$ cat src/hdl/deq_pkg.sv
// ----------------------------------------------------------------------------
// Double-ended queue package
// Shared payload types, mode and status codes, and the command and status
// groups that join the controller and the datapath.
// ----------------------------------------------------------------------------
package deq_pkg;

  // Request modes.
  localparam logic [2:0] MODE_PUSH_FRONT = 3'd0;
  localparam logic [2:0] MODE_PUSH_REAR  = 3'd1;
  localparam logic [2:0] MODE_POP_FRONT  = 3'd2;
  localparam logic [2:0] MODE_POP_REAR   = 3'd3;
  localparam logic [2:0] MODE_LIST       = 3'd4;

  // Result status codes.
  localparam logic [1:0] STAT_OK    = 2'd0;
  localparam logic [1:0] STAT_EMPTY = 2'd1;
  localparam logic [1:0] STAT_FULL  = 2'd2;

  // Input request payload.
  typedef struct packed {
    logic [2:0]         mode;
    logic signed [31:0] push_value;
  } in_t;

  // Result payload.
  typedef struct packed {
    logic [1:0]         status;
    logic signed [31:0] out_value;
    logic               last;
  } out_t;

  // Commands from the controller to the datapath.
  typedef struct packed {
    logic       push_front;
    logic       push_rear;
    logic       pop_front;
    logic       pop_rear;
    logic       list_start;
    logic       list_next;
    logic       ld_imm;
    logic       ld_mem;
    logic [1:0] imm_status;
  } deq_cmd_t;

  // Status from the datapath to the controller.
  typedef struct packed {
    logic empty;
    logic full;
    logic out_last;
  } deq_sts_t;

endpackage

$ cat src/hdl/deq_dpath.sv
// ----------------------------------------------------------------------------
// Double-ended queue datapath
// Ring memory with front index and element count, read data register,
// list index and the result register.
// ----------------------------------------------------------------------------
module deq_dpath #(
  parameter int DEPTH = 16
) (
  input  logic             clk,
  input  logic             rst_n,
  input  deq_pkg::deq_cmd_t cmd,
  input  logic signed [31:0] push_value,
  output deq_pkg::deq_sts_t sts,
  output deq_pkg::out_t    out_data
);

  localparam int IW = (DEPTH > 1) ? $clog2(DEPTH) : 1;
  localparam int CW = $clog2(DEPTH + 1);
  localparam int SW = CW + 1;
  localparam logic [SW-1:0] DEPTH_S = SW'(DEPTH);
  localparam logic [IW-1:0] LAST_IDX = IW'(DEPTH - 1);

  logic signed [31:0] mem [DEPTH];

  logic [IW-1:0]      front_r, front_nxt;
  logic [CW-1:0]      count_r, count_nxt;
  logic [CW-1:0]      idx_r, idx_nxt;
  logic signed [31:0] rd_data_r;
  logic               rd_last_r, rd_last_nxt;
  deq_pkg::out_t      out_r;

  logic [IW-1:0]      front_dec, front_inc, rear_wr, rear_rd, list_addr;
  logic [CW-1:0]      idx_inc;
  logic               wr_en, rd_en;
  logic [IW-1:0]      wr_addr, rd_addr;

  // Fold a position below twice the depth back into the ring.
  function automatic logic [IW-1:0] wrap_idx(input logic [SW-1:0] pos);
    logic [SW-1:0] adj;
    adj = (pos >= DEPTH_S) ? pos - DEPTH_S : pos;
    return adj[IW-1:0];
  endfunction

  // Ring positions derived from the front index and the count.
  assign front_dec = (front_r == '0) ? LAST_IDX : front_r - IW'(1);
  assign front_inc = (front_r == LAST_IDX) ? '0 : front_r + IW'(1);
  assign rear_wr   = wrap_idx(SW'(front_r) + SW'(count_r));
  assign rear_rd   = wrap_idx(SW'(front_r) + SW'(count_r) - SW'(1));
  assign idx_inc   = idx_r + CW'(1);
  assign list_addr = wrap_idx(SW'(front_r) + SW'(idx_inc));

  // Memory port control.
  assign wr_en   = cmd.push_front | cmd.push_rear;
  assign wr_addr = cmd.push_front ? front_dec : rear_wr;
  assign rd_en   = cmd.pop_front | cmd.pop_rear | cmd.list_start | cmd.list_next;

  always_comb begin
    rd_addr = front_r;
    if (cmd.pop_rear) begin
      rd_addr = rear_rd;
    end else if (cmd.list_next) begin
      rd_addr = list_addr;
    end
  end

  // Next front, count, list index and last marker.
  always_comb begin
    front_nxt   = front_r;
    count_nxt   = count_r;
    idx_nxt     = idx_r;
    rd_last_nxt = rd_last_r;
    if (cmd.push_front) begin
      front_nxt = front_dec;
      count_nxt = count_r + CW'(1);
    end else if (cmd.push_rear) begin
      count_nxt = count_r + CW'(1);
    end else if (cmd.pop_front) begin
      front_nxt   = front_inc;
      count_nxt   = count_r - CW'(1);
      rd_last_nxt = 1'b1;
    end else if (cmd.pop_rear) begin
      count_nxt   = count_r - CW'(1);
      rd_last_nxt = 1'b1;
    end else if (cmd.list_start) begin
      idx_nxt     = '0;
      rd_last_nxt = (count_r == CW'(1));
    end else if (cmd.list_next) begin
      idx_nxt     = idx_inc;
      rd_last_nxt = ((idx_inc + CW'(1)) == count_r);
    end
  end

  // Pointer registers.
  always_ff @(posedge clk) begin
    if (!rst_n) begin
      front_r <= '0;
      count_r <= '0;
      idx_r   <= '0;
    end else begin
      front_r <= front_nxt;
      count_r <= count_nxt;
      idx_r   <= idx_nxt;
    end
  end

  // Ring memory with registered read.
  always_ff @(posedge clk) begin
    if (wr_en) begin
      mem[wr_addr] <= push_value;
    end
    if (rd_en) begin
      rd_data_r <= mem[rd_addr];
    end
  end

  // Read marker and result register.
  always_ff @(posedge clk) begin
    rd_last_r <= rd_last_nxt;
    if (cmd.ld_imm) begin
      out_r.status    <= cmd.imm_status;
      out_r.out_value <= '0;
      out_r.last      <= 1'b1;
    end else if (cmd.ld_mem) begin
      out_r.status    <= deq_pkg::STAT_OK;
      out_r.out_value <= rd_data_r;
      out_r.last      <= rd_last_r;
    end
  end

  assign out_data     = out_r;
  assign sts.empty    = (count_r == '0);
  assign sts.full     = (count_r == CW'(DEPTH));
  assign sts.out_last = out_r.last;

`ifndef NO_ASSERTIONS
  // The count never exceeds the ring size.
  a_count_range: assert property (@(posedge clk) disable iff (!rst_n)
    count_r <= CW'(DEPTH))
    else $error("element count above depth");

  // A push is only carried out when there is room.
  a_push_room: assert property (@(posedge clk) disable iff (!rst_n)
    (cmd.push_front || cmd.push_rear) |-> !sts.full)
    else $error("push issued on a full ring");

  // A pop or a list start only happens when the ring holds elements.
  a_read_live: assert property (@(posedge clk) disable iff (!rst_n)
    (cmd.pop_front || cmd.pop_rear || cmd.list_start) |-> !sts.empty)
    else $error("read issued on an empty ring");

  // Each push grows the element count by exactly one step.
  a_count_step: assert property (@(posedge clk) disable iff (!rst_n)
    (cmd.push_front || cmd.push_rear) |=> count_r == $past(count_r) + CW'(1))
    else $error("push did not grow the count by one");
`endif

endmodule

$ cat src/hdl/deq_ctrl.sv
// ----------------------------------------------------------------------------
// Double-ended queue controller
// Decodes each request, sequences the memory read and result load, and
// steps through the ring for a list request.
// ----------------------------------------------------------------------------
module deq_ctrl (
  input  logic              clk,
  input  logic              rst_n,
  input  logic              in_valid,
  output logic              in_ready,
  input  logic [2:0]        mode,
  output logic              out_valid,
  input  logic              out_ready,
  input  deq_pkg::deq_sts_t sts,
  output deq_pkg::deq_cmd_t cmd
);

  typedef enum logic [1:0] {
    ST_IDLE,
    ST_LOAD,
    ST_SEND
  } state_t;

  state_t state_r, state_nxt;
  logic   lst_r, lst_nxt;

  assign in_ready  = (state_r == ST_IDLE);
  assign out_valid = (state_r == ST_SEND);

  // Command decode and next state.
  always_comb begin
    cmd       = '0;
    state_nxt = state_r;
    lst_nxt   = lst_r;
    case (state_r)
      ST_IDLE: begin
        lst_nxt = 1'b0;
        if (in_valid) begin
          case (mode)
            deq_pkg::MODE_PUSH_FRONT, deq_pkg::MODE_PUSH_REAR: begin
              cmd.ld_imm = 1'b1;
              state_nxt  = ST_SEND;
              if (sts.full) begin
                cmd.imm_status = deq_pkg::STAT_FULL;
              end else begin
                cmd.imm_status = deq_pkg::STAT_OK;
                cmd.push_front = (mode == deq_pkg::MODE_PUSH_FRONT);
                cmd.push_rear  = (mode == deq_pkg::MODE_PUSH_REAR);
              end
            end
            deq_pkg::MODE_POP_FRONT, deq_pkg::MODE_POP_REAR: begin
              if (sts.empty) begin
                cmd.ld_imm     = 1'b1;
                cmd.imm_status = deq_pkg::STAT_EMPTY;
                state_nxt      = ST_SEND;
              end else begin
                cmd.pop_front = (mode == deq_pkg::MODE_POP_FRONT);
                cmd.pop_rear  = (mode == deq_pkg::MODE_POP_REAR);
                state_nxt     = ST_LOAD;
              end
            end
            deq_pkg::MODE_LIST: begin
              if (sts.empty) begin
                cmd.ld_imm     = 1'b1;
                cmd.imm_status = deq_pkg::STAT_EMPTY;
                state_nxt      = ST_SEND;
              end else begin
                cmd.list_start = 1'b1;
                lst_nxt        = 1'b1;
                state_nxt      = ST_LOAD;
              end
            end
            default: begin
              // Undefined modes are taken and dropped.
              state_nxt = ST_IDLE;
            end
          endcase
        end
      end
      ST_LOAD: begin
        cmd.ld_mem = 1'b1;
        state_nxt  = ST_SEND;
      end
      ST_SEND: begin
        if (out_ready) begin
          if (lst_r && !sts.out_last) begin
            cmd.list_next = 1'b1;
            state_nxt     = ST_LOAD;
          end else begin
            state_nxt = ST_IDLE;
          end
        end
      end
      default: begin
        state_nxt = ST_IDLE;
      end
    endcase
  end

  // State register.
  always_ff @(posedge clk) begin
    if (!rst_n) begin
      state_r <= ST_IDLE;
      lst_r   <= 1'b0;
    end else begin
      state_r <= state_nxt;
      lst_r   <= lst_nxt;
    end
  end

`ifndef NO_ASSERTIONS
  // A result is never offered while a request can be taken.
  a_excl: assert property (@(posedge clk) disable iff (!rst_n)
    !(in_ready && out_valid))
    else $error("input ready while a result is pending");

  // A memory load is always followed by offering the result.
  a_load_send: assert property (@(posedge clk) disable iff (!rst_n)
    cmd.ld_mem |=> out_valid)
    else $error("loaded result not offered");

  // Further list reads happen only during a list request.
  a_list_flag: assert property (@(posedge clk) disable iff (!rst_n)
    cmd.list_next |-> lst_r)
    else $error("list step outside a list request");
`endif

endmodule

$ cat src/hdl/double_ended_queue_unit.sv
// ----------------------------------------------------------------------------
// Double-ended queue unit
// Deque of signed 32-bit values in a ring of DEPTH entries, with push and
// pop at both ends and an in-order list request.
//
//   Channel  Ports                          Carries
//   in       in_valid, in_ready, in_data    mode and push value (in_t)
//   out      out_valid, out_ready, out_data status, value, last (out_t)
//
// One request is handled at a time. A push or any error result goes straight
// to the result register; a pop goes through the registered ring read first.
// A list reads in order through the single memory read port, fetching each
// element once the last was taken. An undefined mode is taken with no result.
// Reset is synchronous and empties the deque; out_ready low holds the result.
// ----------------------------------------------------------------------------
module double_ended_queue_unit #(
  parameter int DEPTH = 16
) (
  input  logic          clk,
  input  logic          rst_n,
  input  logic          in_valid,
  output logic          in_ready,
  input  deq_pkg::in_t  in_data,
  output logic          out_valid,
  input  logic          out_ready,
  output deq_pkg::out_t out_data
);

  deq_pkg::deq_cmd_t cmd;
  deq_pkg::deq_sts_t sts;

  // Request sequencing.
  deq_ctrl u_ctrl (
    .clk       (clk),
    .rst_n     (rst_n),
    .in_valid  (in_valid),
    .in_ready  (in_ready),
    .mode      (in_data.mode),
    .out_valid (out_valid),
    .out_ready (out_ready),
    .sts       (sts),
    .cmd       (cmd)
  );

  // Ring storage and result register.
  deq_dpath #(
    .DEPTH (DEPTH)
  ) u_dpath (
    .clk        (clk),
    .rst_n      (rst_n),
    .cmd        (cmd),
    .push_value (in_data.push_value),
    .sts        (sts),
    .out_data   (out_data)
  );

endmodule

$ cat config.mk
export PLATFORM = sky130hd
export DESIGN_NAME = double_ended_queue_unit
export DESIGN_NICKNAME = d
export VERILOG_FILES = /design/src/hdl/deq_pkg.sv /design/src/hdl/deq_dpath.sv /design/src/hdl/deq_ctrl.sv /design/src/hdl/double_ended_queue_unit.sv
export SDC_FILE = /design/constraint.sdc
export NUM_CORES = 1
export LEC_CHECK = 0
export ABC_AREA = 1
export BUFFER_PORTS_ARGS = -buffer_cell sky130_fd_sc_hd__buf_2
export CORE_MARGIN = 5
export CORE_UTILIZATION = 60
export CTS_CLUSTER_DIAMETER = 60
export DETAILED_ROUTE_END_ITERATION = 10
export PLACE_DENSITY = 0.85
export RECOVER_POWER = 50
export SYNTH_ARGS = -nofsm -noshare
export SYNTH_HDL_FRONTEND = slang
export SYNTH_SLANG_ARGS = --single-unit
$ cat constraint.sdc
create_clock -name clk -period 4.91 [get_ports clk]
set_clock_uncertainty 0.15 [all_clocks]
set_input_delay 1.2275 -clock clk [delete_from_list [all_inputs] [get_ports clk]]
set_output_delay 1.2275 -clock clk [all_outputs]
set_load 0.05 [all_outputs]
=== Word-level counts from Yosys, hierarchy flattened ===
Memory sizes are Yosys's and may differ from the RTL's. A register that Yosys moved wholly into a read port is not among the register bits.
Cells that the tools add are included.

* RAM bits: 512
* Input port bits: 39
* Output and inout port bits: 37
* Flip-flop bits (word level): 53
* Memories: 1

* Add/sub/neg operators: 12
* Multiplexer cells: 51
* $lt $le $gt $ge: 3
* Equality and inequality tests: 13
* Reduce and logical (&&, ||, !) cells: 19
* Bitwise gates (word level): 8

{| class="wikitable"
|+ Memories
! name !! depth !! width !! read ports !! clocked after memory_dff !! write ports !! RTL line !! RTL
|-
| u_dpath.mem || 16 || 32 || 1 || 1 || 1 || deq_dpath.sv:23 || <nowiki>logic signed [31:0] mem [DEPTH];</nowiki>
|}

{| class="wikitable"
|+ Operators with widths
! cell !! count
|-
| $mux W35 || 2
|-
| $mux W4 || 11
|-
| $mux W5 || 8
|-
| $mux W2 || 10
|-
| $ge A6 B5 Y1 const B || 3
|-
| $mux W1 || 16
|-
| $sub A4 B1 Y4 const B || 4
|-
| $add A5 B1 Y5 const B || 3
|-
| $add A4 B5 Y6 || 2
|-
| $pmux W2 S2 || 2
|-
| $reduce_bool A4 Y1 || 2
|-
| $eq A3 B2 Y1 const B || 2
|-
| $pmux W2 S3 || 1
|-
| $reduce_bool A2 Y1 || 3
|-
| $reduce_or A2 Y1 || 3
|-
| $sub A6 B1 Y6 const B || 1
|-
| $eq A5 B1 Y1 const B || 1
|-
| $eq A5 B5 Y1 || 1
|-
| $eq A5 B5 Y1 const B || 1
|-
| $logic_not A5 Y1 || 1
|-
| $reduce_and A5 Y1 || 1
|-
| $sub A5 B1 Y5 const B || 1
|-
| $add A4 B1 Y4 const B || 1
|-
| $eq A4 B4 Y1 const B || 1
|-
| other kinds (17) || 25
|}

=== Longest topological paths before layout ===
Gate-level depths: netlist of run 1.

* Word-level depth: 9
* Depth in mapped cells: 19
* Depth with buffers taken out: 18

=== Modules after synthesis ===
From an unflattened synthesis of run 1, not the netlist that was laid out.

* Cell total of the unflattened synthesis: 2744
* Area total of the unflattened synthesis: 27062.2 sq um

{| class="wikitable"
|+ Modules (own cells, without submodules)
! module !! cells each !! area an instance (sq um) !! times used
|-
| deq_dpath || 2694 || 26765.7 || 1
|-
| deq_ctrl || 50 || 296.5 || 1
|}

=== Worst setup path after synthesis of run 1 ===
No wires, ideal clock.

* Path kind: in2reg
* From: in in_data[33] (netlist bit)
* To: mem u_dpath.mem[10][0] (enable)
* Arrival: 3721 ps
* Data required time: 4339 ps
* Cell stages on the path: 12
* Path slack: 618 ps
* Buffers on the path: 0
* Path through: inv_1 nand2_1 nor2_1 nand2_1 nor2_4 inv_1 or2_1 o21ai_0 inv_1 nor2_1 inv_1 nor2_1

* Longest elaborated chain between the ends: 8

{| class="wikitable"
|+ RTL lines
! item !! RTL line !! RTL
|-
| start: declaration || double_ended_queue_unit.sv:23 || <nowiki>input deq_pkg::in_t in_data,</nowiki>
|-
| $eq A3 B1 Y1 / $logic_not A3 Y1 (equally long branches) || deq_ctrl.sv:39, deq_ctrl.sv:48, deq_ctrl.sv:47 ||
|-
| $reduce_or A2 Y1 / $mux W2 (equally long branches) || deq_ctrl.sv:39, deq_ctrl.sv:43 ||
|-
| $mux W2 (*) || deq_ctrl.sv:39 || <nowiki>case (mode)</nowiki>
|-
| $mux W5 (*) || deq_ctrl.sv:38 || <nowiki>if (in_valid) begin</nowiki>
|-
| $mux W5 (*) || deq_ctrl.sv:35 || <nowiki>case (state_r)</nowiki>
|-
| $or A1 B1 Y1 || deq_dpath.sv:53 || <nowiki>assign wr_en = cmd.push_front | cmd.push_rear;</nowiki>
|-
| $mux W1 || deq_dpath.sv:108 || <nowiki>if (wr_en) begin</nowiki>
|-
| $mux W1 (not written as such) || deq_dpath.sv:109 || <nowiki>mem[wr_addr] <= push_value;</nowiki>
|-
| end: declaration || deq_dpath.sv:23 ||
|}

Every way passes the cells marked *; elsewhere a longest branch is shown, timed or not.

=== Worst setup path in the final report of run 1 ===
* From: reg u_dpath.count_r[1]
* To: mem u_dpath.mem[5][29] (enable)

* Longest elaborated chain between the ends: 8

{| class="wikitable"
|+ RTL lines
! item !! RTL line !! RTL
|-
| start: declaration || deq_dpath.sv:26 || <nowiki>logic [CW-1:0] count_r, count_nxt;</nowiki>
|-
| start signal: assignment || deq_dpath.sv:101 || <nowiki>count_r <= count_nxt;</nowiki>
|-
| parallel branches: the longest is 8 deep, another holds $add A4 B5 Y6 || - ||
|}

Several ways; the timed one is not identified.

==> Flow_metrics.wiki, run 1 <==
{| class="wikitable"
! Metric !! Value
|-
| Worst IR Drop VDD || between 0.2 and 0.3 mV
|-
| Port bufs || 75
|-
| R2R Path Start || u_dpath.count_r[1]
|-
| Clock root buffer || sky130_fd_sc_hd__clkbuf_16
|-
| Post-cts sizing count || 0
|-
| Nature of the critical path endpoint || flop
|-
| R2R cell count || 10
|-
| Maximum number of pins on one net before global-route repair || approximately 160
|-
| Register bit total from synthesis || slightly below 600
|-
| Critical Path Fanout Max || 15
|-
| Hold buffers post-CTS || 0
|-
| Final cell count without fillers || around 3.2k
|-
| Nets in the synthesized netlist || 2552
|-
| Type of the most critical hold path || reg -> reg
|-
| Clock latency at the later pin of the worst-skew pair || around 0.63 ns
|-
| H-tree depth || 2
|-
| Number of buffers inserted by post-CTS setup repair || 0
|-
| Via Count || 19.1k
|-
| Status || complete, no violations
|-
| Critical path buffers and inverters || 2
|-
| Routed wirelength normalized by instance count || between 20 and 25 µm
|-
| Fraction of registers with async set/reset || 0
|-
| Worst-path cell with the longest stage delay || sky130_fd_sc_hd__nor2_4
|-
| Clock tree sinks || a little under 600
|-
| Worst-case clock buffer depth || 3
|-
| Maximum clock frequency || between 200 and 300 MHz
|-
| Setup Total Neg Slack || 0 ns
|-
| Detailed placement HPWL || about 38000 µm
|-
| Final setup violation count || 0
|-
| Area growth, synth to finish || 10.8%
|-
| Final Cycle Share || 0.805
|-
| Fraction of final layout cells sized beyond drive strength 1 || 0.0675
|-
| Number of cells traversed by the worst hold path || 2
|-
| Number of clock buffers inserted by TritonCTS || 57
|-
| Antenna violations before repair || 0
|-
| Cells after Synth || 2496
|-
| Worst EP arrival || 4.13 ns
|-
| Die Footprint || roughly 48000 µm²
|-
| Ranking of synthesized cells by area || sky130_fd_sc_hd__edfxtp_1, sky130_fd_sc_hd__nand3_1, sky130_fd_sc_hd__nand2_1
|-
| Dominant cell type by area after synthesis || sky130_fd_sc_hd__edfxtp_1
|-
| Required @ worst endpoint || between 5 and 6 ns
|-
| Worst-case register-to-register setup slack || between 0.9 and 1 ns
|-
| Worst rel slew slack || 0.209
|-
| Remaining global-route overflow || 0
|-
| Chip height || between 200 and 250 µm
|-
| Antenna viol nets, final || 0
|-
| Sequential area share after synthesis || 0.667
|-
| Most instantiated library cell after synthesis || sky130_fd_sc_hd__nand3_1
|-
| Crit Reg-Reg Endpoint || u_dpath.mem[5][29]
|-
| Setup repair after global routing missed its margin || no
|-
| Destination of the worst hold path || u_dpath.out_data[9]
|-
| Launching element type of the critical path || flop
|-
| Critical path class || reg -> reg
|-
| Number of rows created at floorplan || 76
|-
| Placed cell count || 3055
|-
| Routed via count divided by cell count || approximately 6
|-
| Clock period minus final worst setup slack || 3.95 ns
|-
| Vias in the first global route || around 19k
|-
| Placer Congestion || just under 0.9
|-
| TritonCTS clock tree || yes
|-
| Mean Syn Cell Area || around 10 µm²
|-
| Count of max-cap constraint violations || 0
|-
| Origin of the worst min-delay path || u_dpath.out_data[9]
|-
| Count of final max-slew check failures || 0
|-
| Die Wd || ~220 µm
|-
| Core outline area || between 40000 and 50000 µm²
|-
| Post-synth EDFFs || ~550
|-
| Number of antenna repair diodes || 0
|-
| Leakage power total || around 12 nW
|-
| 1st-iter DRT viols || 2707
|-
| Clock input transition at the sequential cells of the worst setup and hold paths || 0.06 ns
|-
| Netlist area before placement || 26100 µm²
|-
| Total global routing track utilization || 0.279
|-
| Initial core utilization || 0.607
|-
| Net count reported at finish || between 2k and 3k
|-
| Cell types with the highest counts after synthesis || sky130_fd_sc_hd__nand3_1, sky130_fd_sc_hd__nand2_1, sky130_fd_sc_hd__edfxtp_1, sky130_fd_sc_hd__inv_1, sky130_fd_sc_hd__buf_2
|-
| Yosys Warn Count || 0
|-
| Slew at the pin closest to its max-slew limit || around 1.2 ns
|-
| Slowest stage delay, CP || roughly 0.66 ns
|-
| Number of ports placed on the die boundary || 76
|-
| Kind of cell adding the most delay to the critical path || simple AND/OR/NAND/NOR gates
|-
| Area share of the largest cell type after synthesis || 0.628
|-
| Endpoints failing hold || 0
|-
| Worst path cell trace || inv_1 > ha_1 > nand3_1 > nand2_1 > nor2_1 > o21ai_0 > o21ai_0 > nand3_1 > nor2_4 > buf_4
|-
| Netlist cell types || 35
|-
| First-pass GRT wire length || about 100000 µm
|-
| DRC violation count after routing || 0
|-
| CP Depth || 10
|-
| Cell area power density || around 400 nW/µm²
|-
| Design Power || between 10 and 15 mW
|-
| First-pass iteration count of the detailed router || 6
|-
| Prevailing post-synth register cell || sky130_fd_sc_hd__edfxtp_1
|-
| Routed wire length || 67100 µm
|}
-- routing by layer --
layer,track usage,vias to the layer above,share of wire
li1,-,8493,-
met1,0.370,8993,0.36
met2,0.454,1381,0.48
met3,0.0586,205,0.12
met4,0.116,0,0.038
met5,0,-,0
-- worst max-delay path by stage --
stage	from	endpoint
floorplan	in_data[33]	u_dpath.mem[10][0]
global placement	in_data[33]	u_dpath.mem[5][10]
detailed placement	in_data[33]	u_dpath.mem[5][30]
CTS	u_dpath.idx_r[0]	u_dpath.rd_data_r[7]
global route	u_dpath.count_r[1]	u_dpath.mem[5][30]
finish	u_dpath.count_r[1]	u_dpath.mem[5][29]
-- cell type report --
cell class	instances	area [µm²]
Clock buffer	76	1540
Tap cell	585	732
Multi-Input combinational cell	1397	6830
Timing Repair Buffer	121	823
Sequential cell	597	17400
Fill cell	2933	14100
Inverter	355	1330
Clock inverter	32	290
-- report_power, final --
group	total [mW]	switching (mW)	leakage [nW]	internal, mW
Clock	4.32	1.90	0.913	2.42
Sequential	5.76	0.0638	5.33	5.69
Combinational	1.49	1.11	5.37	0.379
Total	11.6	3.07	11.6	8.49
-- cells by family (layout without fill, tap and decap cells) --
| family | after synthesis | after routing | share of synthesized area |
|---|---|---|---|
| adders and majority gates | 17 | 17 | 0.00871 |
| DFF | 597 | 597 | 0.667 |
| xor gates and xnor gates | 16 | 16 | 0.00536 |
| buffers and inverters | 502 | 584 | 0.0774 |
| AOI/OAI and AO/OA | 78 | 78 | 0.0159 |
| and+or+nand+nor | 1286 | 1286 | 0.226 |
-- state kept, by name (all words and copies together) (netlist names) --
register and count:
u_ctrl.lst_r 1, u_ctrl.state_r 2, u_dpath.count_r 5, u_dpath.front_r 4
u_dpath.idx_r 5, u_dpath.mem 512, u_dpath.out_data 35, u_dpath.rd_data_r 32
u_dpath.rd_last_r 1
-- worst min-delay path, delay by kind of cell, from the launching register on --
kind               cells  cell delay (ns)
AOI/OAI and AO/OA      1             0.05
and+or+nand+nor        1             0.06
DFF                    1             0.31
-- cell usage in the layout (no fill, tap or decap), types with 4 or more instances in the layout --
cell and instances:
sky130_fd_sc_hd__nor2_1 20, sky130_fd_sc_hd__buf_2 7, sky130_fd_sc_hd__a21oi_1 47, sky130_fd_sc_hd__buf_4 31
sky130_fd_sc_hd__buf_12 15, sky130_fd_sc_hd__xor2_1 9, sky130_fd_sc_hd__clkbuf_16 57, sky130_fd_sc_hd__nand3b_1 46
sky130_fd_sc_hd__clkbuf_1 83, sky130_fd_sc_hd__nand3_1 640, sky130_fd_sc_hd__inv_1 349, sky130_fd_sc_hd__ha_1 15
sky130_fd_sc_hd__o21ai_0 17, sky130_fd_sc_hd__clkbuf_8 4, sky130_fd_sc_hd__clkinv_2 18, sky130_fd_sc_hd__nand2_1 546
sky130_fd_sc_hd__inv_2 5, sky130_fd_sc_hd__xnor2_1 7, sky130_fd_sc_hd__edfxtp_1 547, sky130_fd_sc_hd__clkinv_1 6
sky130_fd_sc_hd__dfxtp_1 50, sky130_fd_sc_hd__nor2_4 18, sky130_fd_sc_hd__nand4_1 5, sky130_fd_sc_hd__bufinv_16 4
-- metrics by stage --
step	utilization	setup WS [ns]	instance area (µm²)	hold WS, ns
floorplan	-	0.618	26100	0.303
global placement	0.633	0.879	27300	0.295
detailed placement	0.633	0.823	27300	0.299
CTS	0.675	1.37	29100	0.309
global route	0.673	0.722	29000	0.324
finish	0.673	0.958	29000	0.310
Note: power is estimated with default switching activity, not from simulation.
==> run 2: changes to the inputs <==
clock period = 4.1 ns   (was 4.91 ns; I/O delays follow)
==> Flow_metrics.wiki, run 2 (synthesized netlist as in run 1, its figures left out) <==
{| class="wikitable"
! Metric !! Value
|-
| Status || complete, no violations
|-
| Setup repair after global routing missed its margin || no
|-
| Routed wire length || 66300 µm
|-
| Largest register FFs || between 500 and 600
|-
| Net count reported at finish || ~2.6k
|-
| Chip height || 219 µm
|-
| Worst-case register-to-register setup slack || approximately 0.56 ns
|-
| Clock tree sinks || about 600
|-
| Vias in the first global route || ~19k
|-
| Count of max-cap constraint violations || 0
|-
| Maximum number of pins on one net before global-route repair || roughly 130
|-
| Area growth, synth to finish || 11.7%
|-
| Footprint of the multi-input gates || just under 7000 µm²
|-
| Via Count || around 19k
|-
| R2R Path Start || u_dpath.count_r[0]
|-
| Switching power || about 3.7 mW
|-
| Number of cells traversed by the worst hold path || 2
|-
| Cell area power density || ~470 nW/µm²
|-
| Port bufs || 75
|-
| 1st-iter DRT viols || ~2.5k
|-
| Count of final max-slew check failures || 0
|-
| Share of power burned in registers || 0.498
|-
| Die Footprint || about 48000 µm²
|-
| Post-cts sizing count || 0
|-
| Routed wirelength normalized by instance count || 20.9 µm
|-
| Sequential cell area || around 17000 µm²
|-
| Detailed placement HPWL || approximately 36000 µm
|-
| Number of rows created at floorplan || 76
|-
| Crit Reg-Reg Endpoint || u_dpath.rd_data_r[2]
|-
| Total global routing track utilization || 0.273
|-
| Most frequent cells in the layout || sky130_fd_sc_hd__nand3_1, sky130_fd_sc_hd__edfxtp_1, sky130_fd_sc_hd__nand2_1, sky130_fd_sc_hd__inv_1, sky130_fd_sc_hd__clkbuf_1
|-
| Nature of the critical path endpoint || flop
|-
| Endpoints failing hold || 0
|-
| Antenna violations before repair || 0
|-
| Worst EP arrival || 3.86 ns
|-
| Most common library cell in the layout ignoring fill and taps || sky130_fd_sc_hd__nand3_1
|-
| Clock input transition at the sequential cells of the worst setup and hold paths || ~0.070 ns
|-
| Final setup violation count || 0
|-
| Largest reg by FF count || u_dpath.mem
|-
| Die Wd || between 200 and 250 µm
|-
| Core outline area || ~43000 µm²
|-
| Clock root buffer || sky130_fd_sc_hd__clkbuf_16
|-
| Remaining global-route overflow || 0
|-
| Clock period minus final worst setup slack || 3.54 ns
|-
| Placer Congestion || 0.894
|-
| Worst IR Drop VDD || approximately 0.33 mV
|-
| Leakage power total || between 10 and 15 nW
|-
| Net switching share of the total power || 0.265
|-
| DRC violation count after routing || 0
|-
| Maximum clock frequency || between 200 and 300 MHz
|-
| Clock latency at the later pin of the worst-skew pair || ~0.62 ns
|-
| Filler instances || approximately 2.9k
|-
| Final Cycle Share || 0.863
|-
| Number of antenna repair diodes || 0
|-
| Routed via count divided by cell count || approximately 6.0
|-
| Clock power share || 0.372
|-
| First-pass iteration count of the detailed router || 6
|-
| Placed cell count || 3059
|-
| Final cell count without fillers || roughly 3.2k
|-
| Hold buffers post-CTS || 0
|-
| Origin of the worst min-delay path || u_dpath.out_data[11]
|-
| Critical Path Fanout Max || 27
|-
| Combinational share of power || 0.130
|-
| R2R cell count || 11
|-
| Power Internal || 10.2 mW
|-
| Number of ports placed on the die boundary || between 70 and 80
|-
| Launching element type of the critical path || flop
|-
| Destination of the worst hold path || u_dpath.out_data[11]
|-
| Number of clock buffers inserted by TritonCTS || between 50 and 60
|-
| Number of buffers inserted by post-CTS setup repair || 0
|-
| Setup Total Neg Slack || 0 ns
|-
| Worst-case clock buffer depth || 3
|-
| Critical path class || reg -> reg
|-
| Slew at the pin closest to its max-slew limit || roughly 1.4 ns
|-
| First-pass GRT wire length || roughly 100000 µm
|-
| Antenna viol nets, final || 0
|-
| TritonCTS clock tree || yes
|-
| Required @ worst endpoint || ~4.4 ns
|-
| Initial core utilization || 0.607
|-
| H-tree depth || 2
|-
| Fraction of final layout cells sized beyond drive strength 1 || 0.0709
|-
| Type of the most critical hold path || reg -> reg
|-
| Worst rel slew slack || 0.0972
|}
==> run 2: routing by layer <==
metal	vias up	wire, µm	GRT usage
met5	-	0	0
met4	0	2940	0.125
met3	243	7610	0.0591
met2	1271	31900	0.447
met1	8922	23900	0.354
li1	8490	-	-
==> run 2: worst max-delay path by stage <==
stage / start / to / slack (ns) / depth (start not counted)
floorplan: in_data[33] / u_dpath.mem[10][0] / 0.01 / 12
global placement: in_data[33] / u_dpath.mem[7][9] / 0.52 / 11
finish: u_dpath.count_r[0] / u_dpath.rd_data_r[2] / 0.56 / 11
CTS: u_dpath.count_r[0] / u_dpath.rd_data_r[2] / 0.63 / 11
detailed placement: in_data[33] / u_dpath.mem[7][5] / 0.48 / 11
global route: u_dpath.count_r[0] / u_dpath.rd_data_r[2] / 0.42 / 11
==> run 2: area by class of cell <==
class                      count  share of cell area
timing repair buffer         125              0.0354
multi-input combinational   1397               0.234
clock buffer                  69              0.0518
tap                          585              0.0251
inverter                     355              0.0456
clock inverter                37              0.0110
sequential                   597               0.597
==> run 2: power by group through the flow <==
| stage | combinational [mW] | sequential [mW] | clock (mW) |
|---|---|---|---|
| 2_1_floorplan | 1.03 | 7.19 | 0 |
| 3_3_place_gp | 1.71 | 7.01 | 0 |
| 3_5_place_dp | 1.78 | 7.02 | 0 |
| 4_1_cts | 1.80 | 6.89 | 5.19 |
| 5_1_grt | 1.95 | 6.90 | 5.47 |
| 6_report | 1.80 | 6.90 | 5.16 |
==> run 2: critical path, stage by stage (launching register included) <==
cell	delay (ns)
sky130_fd_sc_hd__dfxtp_1	0.40
sky130_fd_sc_hd__ha_1	0.27
sky130_fd_sc_hd__fa_1	0.49
sky130_fd_sc_hd__inv_1	0.07
sky130_fd_sc_hd__ha_1	0.27
sky130_fd_sc_hd__inv_1	0.07
sky130_fd_sc_hd__o21ai_4	0.78
sky130_fd_sc_hd__buf_4	0.45
sky130_fd_sc_hd__nand3_1	0.15
sky130_fd_sc_hd__nand3_1	0.12
sky130_fd_sc_hd__nand3_1	0.07
sky130_fd_sc_hd__nand2_1	0.10
==> run 2: through the flow <==
stage	cell area [µm²]	setup WS, ns	power [mW]	utilization	hold slack [ns]
floorplan	26100	0.0105	8.22	-	0.303
global placement	27500	0.524	8.72	0.638	0.295
detailed placement	27500	0.478	8.80	0.638	0.300
CTS	29300	0.629	13.9	0.680	0.310
global route	29200	0.418	14.3	0.678	0.327
finish	29200	0.563	13.9	0.678	0.312
